## src/design/pwmt_pkg.sv

```systemverilog
// ----------------------------------------------------------------------------
// pwmt_pkg
// Constants, register map and control bundle of the two-channel PWM timer.
// ----------------------------------------------------------------------------
package pwmt_pkg;

	// Clocking of the timer
	localparam int unsigned CPU_HZ   = 16000000;
	localparam int unsigned PRESCALE = 8;
	localparam logic [2:0]  PS_LAST  = 3'(PRESCALE - 1);

	// Dividend of the period division
	localparam int unsigned DIV_N = CPU_HZ / PRESCALE;
	localparam int NW = $clog2(DIV_N + 1);
	// Product duty * (top + 1): 10 by 17 bits
	localparam int PW = 27;
	// Period divider width and its step counter
	localparam int DW = NW;
	localparam int CW = $clog2(DW + 1);

	// Reset configuration and the period end derived from it
	localparam logic [15:0] RST_FREQ = 16'd1000;
	localparam int unsigned RST_Q0 = DIV_N / 1000;
	localparam int unsigned RST_Q1 = (RST_Q0 == 0) ? 1 : RST_Q0;
	localparam int unsigned RST_QM = RST_Q1 - 1;
	localparam logic [15:0] RST_TOP = 16'((RST_QM > 65535) ? 65535 : RST_QM);

	// Duty scaling
	localparam logic [9:0]  DUTY_MAX = 10'd1000;
	localparam logic [15:0] DUTY_DIV = 16'd1000;

	// Divide by one thousand as a reciprocal multiply; the product stays
	// below 2^26, so the rounded-up reciprocal with a 36-bit shift is exact
	localparam int RCP_SH = 36;
	localparam longint unsigned RCP_DEN  = 64'(DUTY_DIV);
	localparam longint unsigned RCP_LONG = ((64'd1 << RCP_SH) + RCP_DEN - 64'd1) / RCP_DEN;
	localparam logic [26:0] RCP_1000 = 27'(RCP_LONG);
	localparam int SW = PW + 27;

	// Register map (word index = paddr[4:2])
	localparam int ADDR_W = 5;
	localparam logic [2:0] REG_FREQ   = 3'd0;
	localparam logic [2:0] REG_DUTY_A = 3'd1;
	localparam logic [2:0] REG_DUTY_B = 3'd2;
	localparam logic [2:0] REG_EN_A   = 3'd3;
	localparam logic [2:0] REG_EN_B   = 3'd4;

	// Control from the register block to the counter core
	typedef struct packed {
		logic        busy;
		logic        clear;
		logic        en_a;
		logic        en_b;
		logic [15:0] top;
		logic [15:0] cmp_a;
		logic [15:0] cmp_b;
	} pwmt_ctl_t;

endpackage

```

## src/design/pwmt_div.sv

```systemverilog
// ----------------------------------------------------------------------------
// pwmt_div
// Restoring divider, one quotient bit per cycle, used for the period end
// computation.
// ----------------------------------------------------------------------------
module pwmt_div (
	input  logic                    clk,
	input  logic                    arst_n,
	input  logic                    start,
	input  logic [pwmt_pkg::DW-1:0] dividend,
	input  logic [15:0]             divisor,
	output logic                    done,
	output logic [pwmt_pkg::DW-1:0] quot
);

	logic                    run_q;
	logic                    done_q;
	logic [pwmt_pkg::CW-1:0] cnt_q;
	logic [15:0]             rem_q;
	logic [15:0]             dvs_q;
	logic [pwmt_pkg::DW-1:0] quo_q;
	logic [16:0]             trial;
	logic                    ge;
	logic [16:0]             diff;

	// Shift in the next dividend bit and try a subtract
	assign trial = {rem_q, quo_q[pwmt_pkg::DW-1]};
	assign ge    = trial >= {1'b0, dvs_q};
	assign diff  = trial - {1'b0, dvs_q};

	always_ff @(posedge clk or negedge arst_n) begin
		if (!arst_n) begin
			run_q  <= 1'b0;
			done_q <= 1'b0;
			cnt_q  <= '0;
		end else if (start) begin
			run_q  <= 1'b1;
			done_q <= 1'b0;
			cnt_q  <= pwmt_pkg::CW'(pwmt_pkg::DW);
		end else if (run_q) begin
			cnt_q  <= cnt_q - pwmt_pkg::CW'(1);
			if (cnt_q == pwmt_pkg::CW'(1)) begin
				run_q  <= 1'b0;
				done_q <= 1'b1;
			end
		end else begin
			done_q <= 1'b0;
		end
	end

	// Datapath: remainder and quotient shift register
	always_ff @(posedge clk) begin
		if (start) begin
			rem_q <= '0;
			dvs_q <= divisor;
			quo_q <= dividend;
		end else if (run_q) begin
			rem_q <= ge ? diff[15:0] : trial[15:0];
			quo_q <= {quo_q[pwmt_pkg::DW-2:0], ge};
		end
	end

	assign done = done_q;
	assign quot = quo_q;

endmodule

```

## src/design/pwmt_cfg.sv

```systemverilog
// ----------------------------------------------------------------------------
// pwmt_cfg
// APB register file and the sequencer that derives the period end through
// the divider and the compare values through a reciprocal scale.
// ----------------------------------------------------------------------------
module pwmt_cfg (
	input  logic                        clk,
	input  logic                        arst_n,
	input  logic                        psel,
	input  logic                        penable,
	input  logic                        pwrite,
	input  logic [pwmt_pkg::ADDR_W-1:0] paddr,
	input  logic [31:0]                 pwdata,
	output logic [31:0]                 prdata,
	output pwmt_pkg::pwmt_ctl_t         ctl
);

	typedef enum logic [2:0] {
		S_IDLE,
		S_TOP_GO,
		S_TOP_WAIT,
		S_A_MUL,
		S_A_SCL,
		S_B_MUL,
		S_B_SCL
	} seq_state_t;

	seq_state_t              state_q;
	logic [15:0]             freq_q;
	logic [9:0]              duty_a_q;
	logic [9:0]              duty_b_q;
	logic                    en_a_q;
	logic                    en_b_q;
	logic [15:0]             top_q;
	logic [15:0]             cmp_a_q;
	logic [15:0]             cmp_b_q;
	logic [pwmt_pkg::PW-1:0] prod_q;

	logic                    wr;
	logic [2:0]              idx;
	logic [9:0]              duty_wr;
	logic                    recalc;
	logic                    div_start;
	logic [pwmt_pkg::DW-1:0] div_dividend;
	logic [15:0]             div_divisor;
	logic                    div_done;
	logic [pwmt_pkg::DW-1:0] div_quot;
	logic [pwmt_pkg::DW-1:0] q_nz;
	logic [pwmt_pkg::DW-1:0] q_m1;
	logic [15:0]             top_new;
	logic [15:0]             cmp_new;
	logic [pwmt_pkg::PW-1:0] prod_a;
	logic [pwmt_pkg::PW-1:0] prod_b;
	logic [pwmt_pkg::PW-1:0] top_p1;
	logic [pwmt_pkg::SW-1:0] scl_full;
	logic [16:0]             scl_quo;

	assign wr      = psel && penable && pwrite;
	assign idx     = paddr[4:2];
	assign duty_wr = (pwdata[9:0] > pwmt_pkg::DUTY_MAX) ? pwmt_pkg::DUTY_MAX : pwdata[9:0];
	assign recalc  = wr && ((idx == pwmt_pkg::REG_FREQ) || (idx == pwmt_pkg::REG_DUTY_A) ||
		(idx == pwmt_pkg::REG_DUTY_B));

	// Register writes
	always_ff @(posedge clk or negedge arst_n) begin
		if (!arst_n) begin
			freq_q   <= pwmt_pkg::RST_FREQ;
			duty_a_q <= '0;
			duty_b_q <= '0;
			en_a_q   <= 1'b0;
			en_b_q   <= 1'b0;
		end else if (wr) begin
			unique case (idx)
				pwmt_pkg::REG_FREQ:   freq_q   <= pwdata[15:0];
				pwmt_pkg::REG_DUTY_A: duty_a_q <= duty_wr;
				pwmt_pkg::REG_DUTY_B: duty_b_q <= duty_wr;
				pwmt_pkg::REG_EN_A:   en_a_q   <= pwdata[0];
				pwmt_pkg::REG_EN_B:   en_b_q   <= pwdata[0];
				default: ;
			endcase
		end
	end

	// Read back
	always_comb begin
		unique case (idx)
			pwmt_pkg::REG_FREQ:   prdata = {16'd0, freq_q};
			pwmt_pkg::REG_DUTY_A: prdata = {22'd0, duty_a_q};
			pwmt_pkg::REG_DUTY_B: prdata = {22'd0, duty_b_q};
			pwmt_pkg::REG_EN_A:   prdata = {31'd0, en_a_q};
			pwmt_pkg::REG_EN_B:   prdata = {31'd0, en_b_q};
			default:              prdata = '0;
		endcase
	end

	// Divider operands: the period division, zero frequency taken as one
	assign div_start    = (state_q == S_TOP_GO);
	assign div_dividend = pwmt_pkg::DW'(pwmt_pkg::DIV_N);
	assign div_divisor  = (freq_q == 16'd0) ? 16'd1 : freq_q;

	pwmt_div u_div (
		.clk      (clk),
		.arst_n   (arst_n),
		.start    (div_start),
		.dividend (div_dividend),
		.divisor  (div_divisor),
		.done     (div_done),
		.quot     (div_quot)
	);

	// Period end: zero quotient counts as one, minus one, saturate
	assign q_nz    = (div_quot == '0) ? pwmt_pkg::DW'(1) : div_quot;
	assign q_m1    = q_nz - pwmt_pkg::DW'(1);
	assign top_new = (q_m1 > pwmt_pkg::DW'(16'hFFFF)) ? 16'hFFFF : q_m1[15:0];

	// Compare: divide the product by one thousand, clamp to the period end
	assign scl_full = pwmt_pkg::SW'(prod_q) * pwmt_pkg::SW'(pwmt_pkg::RCP_1000);
	assign scl_quo  = scl_full[pwmt_pkg::RCP_SH+16:pwmt_pkg::RCP_SH];
	assign cmp_new  = (scl_quo > {1'b0, top_q}) ? top_q : scl_quo[15:0];

	assign top_p1 = pwmt_pkg::PW'(top_q) + pwmt_pkg::PW'(1);
	assign prod_a = pwmt_pkg::PW'(duty_a_q) * top_p1;
	assign prod_b = pwmt_pkg::PW'(duty_b_q) * top_p1;

	// Recompute sequencer; a new frequency or duty write restarts it from the period division
	always_ff @(posedge clk or negedge arst_n) begin
		if (!arst_n) begin
			state_q <= S_IDLE;
			top_q   <= pwmt_pkg::RST_TOP;
			cmp_a_q <= '0;
			cmp_b_q <= '0;
			prod_q  <= '0;
		end else if (recalc) begin
			state_q <= S_TOP_GO;
		end else begin
			unique case (state_q)
				S_IDLE:   ;
				S_TOP_GO: state_q <= S_TOP_WAIT;
				S_TOP_WAIT: begin
					if (div_done) begin
						top_q   <= top_new;
						state_q <= S_A_MUL;
					end
				end
				S_A_MUL: begin
					prod_q  <= prod_a;
					state_q <= S_A_SCL;
				end
				S_A_SCL: begin
					cmp_a_q <= cmp_new;
					state_q <= S_B_MUL;
				end
				S_B_MUL: begin
					prod_q  <= prod_b;
					state_q <= S_B_SCL;
				end
				S_B_SCL: begin
					cmp_b_q <= cmp_new;
					state_q <= S_IDLE;
				end
				default:  state_q <= S_IDLE;
			endcase
		end
	end

	// Control bundle to the counter core
	assign ctl.busy  = (state_q != S_IDLE);
	assign ctl.clear = wr && (idx == pwmt_pkg::REG_FREQ);
	assign ctl.en_a  = en_a_q;
	assign ctl.en_b  = en_b_q;
	assign ctl.top   = top_q;
	assign ctl.cmp_a = cmp_a_q;
	assign ctl.cmp_b = cmp_b_q;

endmodule

```

## src/design/pwmt_core.sv

```systemverilog
// ----------------------------------------------------------------------------
// pwmt_core
// Prescaler, period counter and compare logic with the result register.
// ----------------------------------------------------------------------------
module pwmt_core (
	input  logic                clk,
	input  logic                arst_n,
	input  pwmt_pkg::pwmt_ctl_t ctl,
	input  logic                s_tvalid,
	output logic                s_tready,
	input  logic                tick,
	output logic                m_tvalid,
	input  logic                m_tready,
	output logic [23:0]         m_tdata
);

	logic [2:0]  prescale_q;
	logic [15:0] count_q;
	logic        accept;
	logic [2:0]  ps_n;
	logic [15:0] cnt_n;
	logic        wrap;
	logic        pin_a;
	logic        pin_b;

	// Take a request when no recompute runs and the result register is free or draining
	assign s_tready = !ctl.busy && (!m_tvalid || m_tready);
	assign accept   = s_tvalid && s_tready;

	// Advance prescaler and counter on a tick
	always_comb begin
		ps_n  = prescale_q;
		cnt_n = count_q;
		wrap  = 1'b0;
		if (tick) begin
			if (prescale_q >= pwmt_pkg::PS_LAST) begin
				ps_n = '0;
				if (count_q >= ctl.top) begin
					cnt_n = '0;
					wrap  = 1'b1;
				end else begin
					cnt_n = count_q + 16'd1;
				end
			end else begin
				ps_n = prescale_q + 3'd1;
			end
		end
	end

	// Non-inverting compare
	assign pin_a = ctl.en_a && (cnt_n <= ctl.cmp_a);
	assign pin_b = ctl.en_b && (cnt_n <= ctl.cmp_b);

	// Counter state; a frequency write restarts the period
	always_ff @(posedge clk or negedge arst_n) begin
		if (!arst_n) begin
			prescale_q <= '0;
			count_q    <= '0;
		end else if (ctl.clear) begin
			prescale_q <= '0;
			count_q    <= '0;
		end else if (accept) begin
			prescale_q <= ps_n;
			count_q    <= cnt_n;
		end
	end

	// Result register valid
	always_ff @(posedge clk or negedge arst_n) begin
		if (!arst_n) begin
			m_tvalid <= 1'b0;
		end else if (accept) begin
			m_tvalid <= 1'b1;
		end else if (m_tready) begin
			m_tvalid <= 1'b0;
		end
	end

	// Result payload
	always_ff @(posedge clk) begin
		if (accept) begin
			m_tdata <= {5'd0, wrap, cnt_n, pin_b, pin_a};
		end
	end

endmodule

```

## src/design/two_channel_fast_pwm_timer_unit.sv

```systemverilog
// ----------------------------------------------------------------------------
// two_channel_fast_pwm_timer_unit
// 16-bit fast PWM timer with two compare channels and an APB register port.
// ----------------------------------------------------------------------------
// Usage:
//   The s_ channel carries one tick request per CPU clock (s_tdata[0]); a
//   zero tick still yields a result but changes no state. Every accepted
//   request yields exactly one result on the m_ channel in the next cycle.
//   Throughput is one request per cycle when no recompute runs: the update
//   and compare are a single pass between the counter and result registers.
//   If the receiver holds m_tready low, the result register holds and
//   s_tready drops until it drains; results are never lost or repeated.
//   A frequency or duty write starts a recompute: a restoring division for
//   the period end (one bit per cycle, DW = 21 bits at the default clock),
//   then a multiply and a reciprocal scale per channel. s_tready stays low
//   from the write until the recompute is done. A frequency write also
//   restarts the prescaler and counter at zero; enable writes act at once.
//   Reset: frequency 1000 Hz (period end 1999), duties and enables zero,
//   counters zero, no result pending.
// ----------------------------------------------------------------------------
module two_channel_fast_pwm_timer_unit (
	input  logic                        clk,
	input  logic                        arst_n,
	// s_tdata: [0] tick
	input  logic                        s_tvalid,
	output logic                        s_tready,
	input  logic [7:0]                  s_tdata,
	// m_tdata: [0] pin_a, [1] pin_b, [17:2] count_value, [18] period_wrap
	output logic                        m_tvalid,
	input  logic                        m_tready,
	output logic [23:0]                 m_tdata,
	input  logic                        psel,
	input  logic                        penable,
	input  logic                        pwrite,
	input  logic [pwmt_pkg::ADDR_W-1:0] paddr,
	input  logic [31:0]                 pwdata,
	output logic [31:0]                 prdata,
	output logic                        pready
);

	pwmt_pkg::pwmt_ctl_t ctl;

	assign pready = 1'b1;

	pwmt_cfg u_cfg (
		.clk     (clk),
		.arst_n  (arst_n),
		.psel    (psel),
		.penable (penable),
		.pwrite  (pwrite),
		.paddr   (paddr),
		.pwdata  (pwdata),
		.prdata  (prdata),
		.ctl     (ctl)
	);

	pwmt_core u_core (
		.clk      (clk),
		.arst_n   (arst_n),
		.ctl      (ctl),
		.s_tvalid (s_tvalid),
		.s_tready (s_tready),
		.tick     (s_tdata[0]),
		.m_tvalid (m_tvalid),
		.m_tready (m_tready),
		.m_tdata  (m_tdata)
	);

endmodule

```

## config.mk

```make
export PLATFORM = sky130hd
export DESIGN_NAME = two_channel_fast_pwm_timer_unit
export DESIGN_NICKNAME = d
export VERILOG_FILES = /design/src/design/pwmt_pkg.sv /design/src/design/pwmt_div.sv /design/src/design/pwmt_cfg.sv /design/src/design/pwmt_core.sv /design/src/design/two_channel_fast_pwm_timer_unit.sv
export SDC_FILE = /design/constraint.sdc
export NUM_CORES = 2
export LEC_CHECK = 0
export BUFFER_PORTS_ARGS = -buffer_cell sky130_fd_sc_hd__buf_4
export CAP_MARGIN = 10
export CORE_ASPECT_RATIO = 0.9
export CORE_MARGIN = 5
export CORE_UTILIZATION = 55
export DETAILED_ROUTE_END_ITERATION = 6
export PLACE_DENSITY = 0.75
export SYNTH_ARGS = -nofsm -noshare
export SYNTH_HDL_FRONTEND = slang
export SYNTH_SLANG_ARGS = --single-unit
```

## constraint.sdc

```tcl
create_clock -name clk -period 7.4 [get_ports clk]
set_input_delay 1.48 -clock clk [delete_from_list [all_inputs] [get_ports clk]]
set_output_delay 1.48 -clock clk [all_outputs]
set_load 0.01 [all_outputs]
```

==> metrics.log <==
INFO  metric critPathBufInv = 9
INFO  metric tritoncts.num_buffers = 24
INFO  metric fp.coreArea = 0.06112 sq mm
INFO  metric place_hpwl = 69.84 mm
INFO  metric drt_pass1_iterations = 5
INFO  metric clock-sinks = 215
INFO  metric number_of_cells_produced_by_synthesis = 3703
INFO  metric max_slew.worst_pin.slew = about 1200 ps
INFO  metric yosys-top-cells-area = sky130_fd_sc_hd__fa_1, sky130_fd_sc_hd__ha_1, sky130_fd_sc_hd__dfrtp_1
INFO  metric yosysWarningCount = 0
INFO  metric cts_root_buffer = sky130_fd_sc_hd__clkbuf_16
INFO  metric drv_slew = 0
INFO  metric synth_top_flop_cell = sky130_fd_sc_hd__dfrtp_1
INFO  metric post-synth-top-area-fraction = 0.2735
INFO  metric h_tree_lvl_count = 1
INFO  metric gp_congestion = 0.9981
INFO  metric report.final.setup_viol = 32
INFO  metric grt_overall_usage = 0.2680
INFO  metric yosysTopAreaCell = sky130_fd_sc_hd__fa_1
INFO  metric area_growth = 16.27%
INFO  metric ys_seq_area_frac = 0.1594
INFO  metric clock_tree.buffer_depth = 3
INFO  metric effective_utilization_at_floorplan = 0.5532
INFO  metric postRouteWirelength = 91.28 mm
INFO  metric max_cap_viol_count = 0
INFO  metric drt.antenna.violating_nets = 0
INFO  metric post_layout_nonfiller_instances = 4747
INFO  metric path_max_fanout = 8
INFO  metric clkLatencyLatePin = 540 ps
INFO  metric mapped_cell_area = 0.03381 sq mm
INFO  metric ys_ff_latch = between 200 and 250
INFO  metric grt_pass1_wl = roughly 140 mm
INFO  metric ff_latch_area = 0.005416 sq mm
INFO  metric route.detailed.vias_per_inst = between 5 and 6
INFO  metric min_period = 7914 ps
INFO  metric finalSetupTns = -13770 ps
INFO  metric hold_viol_final = 0
INFO  metric rows = 86
INFO  metric startpoint_type = register
INFO  metric final_util = 0.6432
INFO  metric dieHeight = 245.2 um
INFO  metric fill_cells = 4693
INFO  metric cp.arrival = just over 8000 ps
INFO  metric vias = 26650
INFO  metric die_width = 271.4 um
INFO  metric timing.critical_path.slowest_cell_delay = 560 ps
INFO  metric postLayoutSetupSlackWorst = -513.9 ps
INFO  metric timing.fmax = about 130 MHz
INFO  metric antenna_diode_instance_count = 0
INFO  metric cts_tree = done
INFO  metric most-common-layout-cells = sky130_fd_sc_hd__inv_1, sky130_fd_sc_hd__fa_1, sky130_fd_sc_hd__ha_1
INFO  metric fin_worst_skew = 16.46 ps
INFO  metric timing.critical_path.max_delay_family = adder cells
INFO  metric synth-edff-count = 35
INFO  metric pin_count_of_the_biggest_net_entering_global_routing = 81
INFO  metric hp-class = reg -> reg
INFO  metric grt_antenna_before_repair = 0
INFO  metric route.detailed.wl_per_inst = between 15 and 20 um
INFO  metric overflow = 0
INFO  metric synth.avg_cell_area = 9.131 sq um
INFO  metric place_inst = 4645
INFO  metric timing_worst_setup_path_type = reg -> reg
INFO  metric crit_required = 7780 ps
INFO  metric worst_setup_hold_path_clk_slew = ~70 ps
INFO  metric drt-initial-drc-count = about 1900
INFO  metric critPathCaptureType = register
INFO  metric synth-async-reset-ratio = 0.6651
INFO  metric die-area = 0.06654 sq mm
INFO  metric port_buffers = 63
INFO  metric rsz_0062_raised_after_global_routing = yes
INFO  metric most_prevalent_standard_cell_on_the_critical_path = sky130_fd_sc_hd__fa_1
INFO  metric multi_input_comb_area = between 0.02 and 0.03 sq mm
INFO  metric post-route-period-util = 1.069
INFO  metric drt_drc_violations_left = 0
INFO  metric share_of_layout_cells_above_drive_strength_1 = 0.1747
INFO  metric failed_checks = setup timing
INFO  metric final_common_cell = sky130_fd_sc_hd__inv_1
INFO  metric grt_pass1_vias = ~27000
INFO  metric pin_count = approximately 110
INFO  metric layout.nets = 4951
INFO  metric timing.max_slew.rel_slack = 0.2218
INFO  metric synth.distinct_cells = 82
INFO  metric crit_path_top_delay_cell = sky130_fd_sc_hd__fa_1
INFO  metric outcome = complete, but fails checks
-- state kept, by name, indices dropped and copies added (netlist names), 5 cells and up --
name / cells
u_core.count_q: 16
u_cfg.freq_q: 16
u_cfg.cmp_a_q: 16
u_cfg.duty_a_q: 10
u_cfg.u_div.dvs_q: 16
u_core.m_tdata: 19
u_cfg.prod_q: 27
u_cfg.cmp_b_q: 16
u_cfg.top_q: 16
u_cfg.u_div.cnt_q: 5
u_cfg.u_div.rem_q: 16
u_cfg.duty_b_q: 10
u_cfg.u_div.quot: 21
-- area by class of cell --
| cell class | count | area share |
|---|---|---|
| clock buffers | 36 | 0.01830 |
| clock inverters | 8 | 0.001432 |
| inverters | 723 | 0.06903 |
| multi-input cells | 2616 | 0.6763 |
| flip-flops and latches | 215 | 0.1378 |
| well taps | 792 | 0.02521 |
| repair buffers | 357 | 0.07196 |
-- worst paths after layout --
kind / startpoint / end / slack (ps) / depth (start not counted)
setup / recovery: u_cfg.prod_q[18] / u_cfg.cmp_b_q[5] / -510 / 32
hold / removal: u_cfg.u_div.rem_q[15] / u_cfg.u_div.rem_q[15] / 470 / 2
setup reg to reg: u_cfg.prod_q[18] / u_cfg.cmp_b_q[5] / -510 / 32
hold reg to reg: u_cfg.u_div.rem_q[15] / u_cfg.u_div.rem_q[15] / 470 / 2
max in group asynchronous: arst_n / u_cfg.u_div.run_q / 4980 / 2
min in group asynchronous: arst_n / u_core.count_q[12] / 1000 / 1
-- worst min-delay path: stages (launching register included) --
cell	delay (ps)
sky130_fd_sc_hd__dfxtp_1	320
sky130_fd_sc_hd__nand2_1	60
sky130_fd_sc_hd__a21oi_1	50
-- cells in the mapped netlist (43+ instances only) --
| master | count |
|---|---|
| sky130_fd_sc_hd__nor2_1 | 193 |
| sky130_fd_sc_hd__mux2i_1 | 53 |
| sky130_fd_sc_hd__dfrtp_1 | 128 |
| sky130_fd_sc_hd__xnor2_1 | 75 |
| sky130_fd_sc_hd__inv_1 | 723 |
| sky130_fd_sc_hd__a21oi_1 | 158 |
| sky130_fd_sc_hd__and2_1 | 138 |
| sky130_fd_sc_hd__ha_1 | 500 |
| sky130_fd_sc_hd__o21ai_0 | 100 |
| sky130_fd_sc_hd__fa_1 | 462 |
| sky130_fd_sc_hd__nand3_1 | 44 |
| sky130_fd_sc_hd__a21o_1 | 46 |
| sky130_fd_sc_hd__nand2_1 | 370 |
| sky130_fd_sc_hd__clkbuf_1 | 130 |
| sky130_fd_sc_hd__nor3_1 | 43 |
| sky130_fd_sc_hd__xor2_1 | 46 |
-- through the flow --
step	instance area, sq um	setup WS, ps	hold WS, ps
3_5_place_dp	36580	-672.3	462.7
4_1_cts	38520	-334.7	474.2
3_3_place_gp	36580	-543.8	452.8
5_1_grt	39310	-771.8	496.2
6_report	39310	-513.9	473.4
2_1_floorplan	33980	1.625	439.7
-- timing repair --
action                                  in CTS  in global routing
buffers inserted                            36                 26
hold buffers                                 0                  0
endpoints found under the setup margin      32                 45
gates resized for setup                    138                123
gates cloned                                 2                  0
pin swaps                                   53                 54
-- metal layers --
metal  global-route usage  wire (um)  vias to the layer above  share of wire
li1                     -          -                    12280              -
met1               0.3717      38340                    13170           0.42
met2               0.4375      42250                      967           0.46
met3              0.04017       6920                      242          0.076
met4              0.08572       3765                        0          0.041
met5                    0          0                        -              0
-- cell families (layout without fill, tap and decap cells) --
logic type	after synthesis	after routing	synth area share
adders and majority gates	962	962	0.4586
and+or+nand+nor	955	955	0.1340
buffers and inverters	892	1124	0.1031
AOI/OAI and AO/OA	473	473	0.08766
DFF	215	215	0.1594
xor gates and xnor gates	121	121	0.03134
muxes	83	83	0.02568
other	2	22	0.0002221
Power is not shown: default switching activity piles up to over one toggle a cycle in this logic, so the estimate is an artifact.
